## src/rtl/pcme_pkg.sv

```systemverilog
`timescale 1ns / 1ps
// ----------------------------------------------------------------------------
// pcme_pkg: shared types and constants of the patch convolution MAC engine
// Field widths, register codes and the per-cycle control bundle for the cells.
// ----------------------------------------------------------------------------
package pcme_pkg;

   localparam int VALUE_W    = 16;   // Q8.8 operand
   localparam int PROD_W     = 32;   // 16 x 16 signed product
   localparam int SUM_W      = 40;   // Q24.16 accumulator
   localparam int WCHAN_W    = 4;
   localparam int WIDX_W     = 8;
   localparam int OUT_CHAN_W = 4;
   localparam int OUT_POS_W  = 12;

   localparam int CSR_IDX_W  = 2;
   localparam int CSR_DATA_W = 13;
   localparam int PLEN_W     = 9;
   localparam int NCHAN_W    = 5;
   localparam int PPS_W      = 13;

   localparam logic [PLEN_W-1:0]  RST_PATCH_LEN = 9'd75;
   localparam logic [NCHAN_W-1:0] RST_NUM_CHANS = 5'd16;
   localparam logic [PPS_W-1:0]   RST_PPS       = 13'd576;

   typedef enum logic [CSR_IDX_W-1:0] {
      CSR_PATCH_LEN    = 2'd0,
      CSR_NUM_CHANNELS = 2'd1,
      CSR_POSITIONS    = 2'd2
   } csr_index_type;

   localparam logic KIND_LOAD = 1'b0;
   localparam logic KIND_ELEM = 1'b1;

   // control broadcast to every cell
   typedef struct packed {
      logic                       rd_en;     // element accepted: fetch weight
      logic                       wr_en;     // weight load accepted
      logic [WCHAN_W-1:0]         wr_chan;
      logic [VALUE_W-1:0]         wr_data;
      logic                       mac_en;    // multiply stage valid
      logic signed [VALUE_W-1:0]  val;       // element for multiply stage
      logic                       acc_en;    // accumulate stage valid
      logic                       capture;   // patch end: move sum to chain
      logic                       shift;     // chain advances one cell
   } cell_ctl_type;

endpackage

```

## src/rtl/pcme_mac_cell.sv

```systemverilog
`timescale 1ns / 1ps
// ----------------------------------------------------------------------------
// pcme_mac_cell: one output channel of the MAC chain
// Private weight memory, multiply and accumulate stages, one result chain tap.
// ----------------------------------------------------------------------------
module pcme_mac_cell
   import pcme_pkg::*;
#(
   parameter int CELL_IDX  = 0,
   parameter int IDX_W     = 8,
   parameter int MAX_PATCH = 256,
   parameter int CHC_W     = 5
) (
   input  logic                    clock,
   input  logic                    reset,
   input  cell_ctl_type            ctl,
   input  logic [IDX_W-1:0]        rd_addr,
   input  logic [IDX_W-1:0]        wr_addr,
   input  logic [CHC_W-1:0]        chans,
   input  logic signed [SUM_W-1:0] chain_in,
   output logic signed [SUM_W-1:0] chain_out
);

   logic [VALUE_W-1:0]         mem [MAX_PATCH];
   logic signed [VALUE_W-1:0]  w_ff;
   logic signed [PROD_W-1:0]   prod_ff;
   logic signed [SUM_W-1:0]    acc_ff;
   logic signed [SUM_W-1:0]    acc_in;
   logic signed [SUM_W-1:0]    chain_ff;
   logic                       wr_hit;
   logic                       active;

   assign wr_hit = ctl.wr_en && (32'(ctl.wr_chan) == CELL_IDX);
   assign active = (CELL_IDX < 32'(chans));

   always_comb begin
      acc_in = acc_ff;
      if (ctl.acc_en && active) begin
         acc_in = acc_ff + SUM_W'(prod_ff);
      end
   end

   always_ff @(posedge clock) begin
      if (wr_hit) begin
         mem[wr_addr] <= ctl.wr_data;
      end
      if (ctl.rd_en) begin
         w_ff <= mem[rd_addr];
      end
      if (ctl.mac_en) begin
         prod_ff <= PROD_W'(ctl.val * w_ff);
      end
      if (ctl.capture) begin
         chain_ff <= acc_in;
      end else if (ctl.shift) begin
         chain_ff <= chain_in;
      end
   end

   always_ff @(posedge clock) begin
      if (reset) begin
         acc_ff <= '0;
      end else if (ctl.capture) begin
         acc_ff <= '0;
      end else begin
         acc_ff <= acc_in;
      end
   end

   assign chain_out = chain_ff;

endmodule
```

## config.mk

```make
export PLATFORM = sky130hd
export DESIGN_NAME = pcme_mac_cell
export DESIGN_NICKNAME = d
export VERILOG_FILES = /design/src/rtl/pcme_pkg.sv /design/src/rtl/pcme_mac_cell.sv
export SDC_FILE = /design/constraint.sdc
export NUM_CORES = 2
export LEC_CHECK = 0
export BUFFER_PORTS_ARGS = -buffer_cell sky130_fd_sc_hd__buf_2
export CORE_ASPECT_RATIO = 0.7
export CORE_MARGIN = 4
export CORE_UTILIZATION = 41
export CTS_CLUSTER_DIAMETER = 150
export DETAILED_ROUTE_END_ITERATION = 8
export SLEW_MARGIN = 20
export SYNTH_ARGS = -nofsm -noshare
export SYNTH_HDL_FRONTEND = slang
export SYNTH_SLANG_ARGS = --single-unit
```

## constraint.sdc

```tcl
create_clock -name clock -period 6.2 [get_ports clock]
set_input_delay 0.93 -clock clock [delete_from_list [all_inputs] [get_ports clock]]
set_output_delay 0.93 -clock clock [all_outputs]
set_load 0.01 [all_outputs]
```

==> results.json <==
{
  "yosys_warnings": 0,
  "slowest_delay_ns": 0.69,
  "r2r_cells": 19,
  "holdWs_ns": 0.285,
  "cts_max_path_buffers": 4,
  "critPathKind": "reg2reg",
  "powerDensity_mw_per_mm2": 397,
  "final_area_sq_mm": 0.196,
  "yosysTopAreaCell": "edfxtp_1",
  "power_frac_comb": 0.284,
  "fillerInstances": 34000,
  "hold_path_class": "in2reg",
  "cts_sinks": 4224,
  "finalNonFillerCells": 14400,
  "vias": 83600,
  "vias_per_cell": 5.80,
  "cp_max_fo": 8,
  "die_w_um": 783,
  "grt_max_degree": 163,
  "path_cells": "buf_12, and2_1, fa_2, buf_12, fa_1, buf_4, fa_1, fa_1, fa_1, fa_1, ha_1, o21a_1, nor2_1, nor2b_1, and3_1, o21ai_0, o21bai_1, a21oi_2, xnor2_1",
  "cp_slowest_cell": "fa_1",
  "gp_congestion": 0.878,
  "worst_slew_pin_slew_ns": 1.20,
  "path_buf_inv": 3,
  "finClkSkew_ns": 0.0623,
  "slew_viol_final": 0,
  "dpl_cell_area_sq_mm": 0.184,
  "io_pins": 145,
  "postRouteAntennaNets": 0,
  "core_sq_mm": 0.417,
  "syn_avg_cell_area_sq_um": 22.0,
  "ff2ff_setup_slack_ns": 0.22,
  "cts_made_buffers": 393,
  "outcome": "complete, no violations",
  "final-seq-area_sq_mm": 0.126,
  "seq_area_frac_synth": 0.733,
  "p_switching_mw": 22.1,
  "max_cap_violations": 0,
  "yosys.area.top_type_share": 0.729,
  "grtUsageTotal": 0.205,
  "cp.required_ns": 6.89,
  "firstDrtPassIters": 5,
  "path_clk_slew_ns": 0.07,
  "antenna_found_initial": 42,
  "die_h_um": 551,
  "grt_pass1_vias": 82700,
  "drt-initial-drc-count": 11600,
  "finalCriticalPeriod_ns": 5.98,
  "syn_nets": 8323,
  "cp-endpoint": "prod_ff[31]",
  "grt.overflow.total": 0,
  "numPortBuffers": 144,
  "ys_types": 57,
  "rows": 198,
  "switching_share": 0.284,
  "clock_tree.root_cell": "clkbuf_16",
  "fin_nets": 9007,
  "critPathLaunch": "w_ff[3]",
  "synthTopCellsByArea": "edfxtp_1 (73%), mux4_2 (18%), fa_1 (3.1%), ha_1 (0.88%), nor2_1 (0.83%)",
  "hold_violations": 0,
  "dpl.cell_count": 13700,
  "cpMostUsedCell": "fa_1",
  "period_share": 0.964,
  "arrival_ns": 6.66,
  "synth_area_sq_mm": 0.172,
  "r2r-start": "w_ff[3]",
  "syn_to_final_growth_pct": 13.7,
  "routed_wl_mm": 445,
  "seqPwrFrac": 0.418,
  "r2r_end": "prod_ff[31]",
  "multi_input_area_sq_mm": 0.0435,
  "setup_viol": 0,
  "ys_ff_latch": 4224,
  "grt_pass1_wl_mm": 635,
  "leakage_nw": 63.2,
  "async_flop_share": 0,
  "cts_hold_buf": 0,
  "fmax_ghz": 0.167,
  "hpwl_mm": 275,
  "max-vdd-ir-drop_mv": 1.15,
  "initial_core_util": 0.413,
  "cts_tree": "done",
  "clkPwrFrac": 0.298,
  "clock_latency_ns": 0.96,
  "die_area_sq_mm": 0.431,
  "startpoint_type": "flip-flop",
  "path_depth": 19,
  "critical-path-top-delay-family": "adder cells",
  "cts.htree.levels": 5,
  "syn_inst": 7834,
  "ys.flop_type": "edfxtp_1",
  "p_int_mw": 55.7,
  "cp-end-kind": "flip-flop",
  "synth-edff-count": 4184,
  "layout-drive-gt1-share": 0.300,
  "detail_route.wl_per_cell_um": 30.9,
  "drc_errors": 0,
  "relSlewSlack": 0.198
}
stage by stage:
step | setup WS, ns | power [mW] | setup TNS [ns] | utilization
2_1_floorplan | 0.0159 | 45.4 | 0 | -
3_3_place_gp | -0.408 | 54.4 | -3.44 | 0.440
3_5_place_dp | -0.449 | 54.6 | -4.36 | 0.440
4_1_cts | 0.0454 | 77.8 | 0 | 0.469
5_1_grt | -0.0220 | 82.0 | -0.0349 | 0.470
6_report | 0.223 | 77.8 | 0 | 0.470
how the worst min path moves through the flow:
| stage | from | to | slack (ns) | cells past startpoint |
|---|---|---|---|---|
| 2_1_floorplan | acc_ff[25] | acc_ff[25] | 0.46 | 2 |
| 3_3_place_gp | acc_ff[30] | acc_ff[30] | 0.48 | 2 |
| 3_5_place_dp | acc_ff[25] | acc_ff[25] | 0.49 | 2 |
| 4_1_cts | chain_in[36] | chain_out[36] | 0.20 | 2 |
| 5_1_grt | chain_in[36] | chain_out[36] | 0.23 | 2 |
| 6_report | chain_in[36] | chain_out[36] | 0.29 | 2 |
routing by layer:
layer  vias to the layer above  track usage  share of wire
li1                      33600            -              -
met1                     45300        0.330           0.45
met2                      4175        0.283           0.42
met3                       510       0.0497           0.11
met4                         6       0.0404          0.020
met5                         -            0       0.000076
power by group through the flow:
stage | Combinational [mW] | Sequential, mW | Clock, mW
global route | 24.6 | 32.5 | 24.9
floorplan | 12.3 | 33.1 | 0
CTS | 21.6 | 32.5 | 23.6
detailed placement | 21.5 | 33.2 | 0
finish | 22.1 | 32.5 | 23.2
global placement | 21.2 | 33.2 | 0
Yosys cell counts, types with 3 or more instances:
cell type / number
and3_1: 12
buf_4: 3
o21a_1: 6
and4_1: 4
nand3_1: 25
or3_1: 3
o211ai_1: 3
nand4_1: 11
a21oi_1: 108
buf_1: 53
a21o_1: 31
nor2_1: 379
nor3b_1: 3
mux2i_1: 13
o21bai_1: 10
nand2b_1: 10
nand2_1: 198
buf_6: 3
o21ai_1: 4
buf_2: 93
o21ai_0: 41
or4_1: 6
a211oi_1: 9
a31oi_1: 11
o31ai_1: 3
inv_1: 299
ha_1: 121
dfxtp_1: 40
a22oi_1: 34
nor4_1: 3
mux4_2: 1344
fa_1: 263
mux2_2: 5
nor3_1: 13
edfxtp_1: 4184
clkbuf_1: 246
and2_1: 132
nor2b_1: 14
xor2_1: 26
nor4b_1: 4
xnor2_1: 42
layout make-up:
type,instances,area share
clock buffers,469,0.0520
well taps,5600,0.0357
repair buffers,687,0.0302
diodes,14,0.000179
clock inverters,218,0.00955
multi-input cells,2913,0.222
inverters,299,0.00572
flip-flops and latches,4224,0.645
what timing repair did:
item                                    4_1_cts  5_1_grt
setup buffers                                 0       21
endpoints found under the setup margin        0       10
resized for setup                             0       17
worst register-to-register path, cell delays in order, from the launching register on:
cell	delay (ns)
edfxtp_1	0.45
buf_12	0.18
and2_1	0.17
fa_2	0.52
buf_12	0.17
fa_1	0.57
buf_4	0.16
fa_1	0.44
fa_1	0.69
fa_1	0.48
fa_1	0.44
ha_1	0.32
o21a_1	0.19
nor2_1	0.15
nor2b_1	0.08
and3_1	0.21
o21ai_0	0.16
o21bai_1	0.11
a21oi_2	0.15
xnor2_1	0.07
kinds of logic (layout without fill, tap and decap cells):
group | after synthesis | in the layout | synth area share
buf+inv | 697 | 1673 | 0.0160
flops | 4224 | 4224 | 0.733
compound gates | 277 | 277 | 0.00992
simple gates | 822 | 822 | 0.0214
xor+xnor | 68 | 68 | 0.00345
other cells | 0 | 14 | 0
fa+ha+maj | 384 | 384 | 0.0393
mux | 1362 | 1362 | 0.177
flip-flops by register name, summed over array words and instances, names as in the netlist:
name,cells
w_ff,16
acc_ff,40
prod_ff,32
mem,4096
chain_out,40
placed cells by master, fill, tap and decap left out, drive strengths merged, types with 9 or more instances in the layout:
cell and instances:
edfxtp 4184, mux4 1344, buf 687, clkbuf 469
nor2 379, inv 315, fa 263, nand2 198
clkinv 176, and2 132, ha 121, a21oi 108
o21ai 45, xnor2 42, dfxtp 40, a22oi 34
a21o 31, xor2 26, nand3 25, bufinv 24
diode 14, nor2b 14, nor3 13, mux2i 13
and3 12, a31oi 11, nand4 11, nand2b 10
o21bai 10, a211oi 9
(Power assumes the default switching activity.)
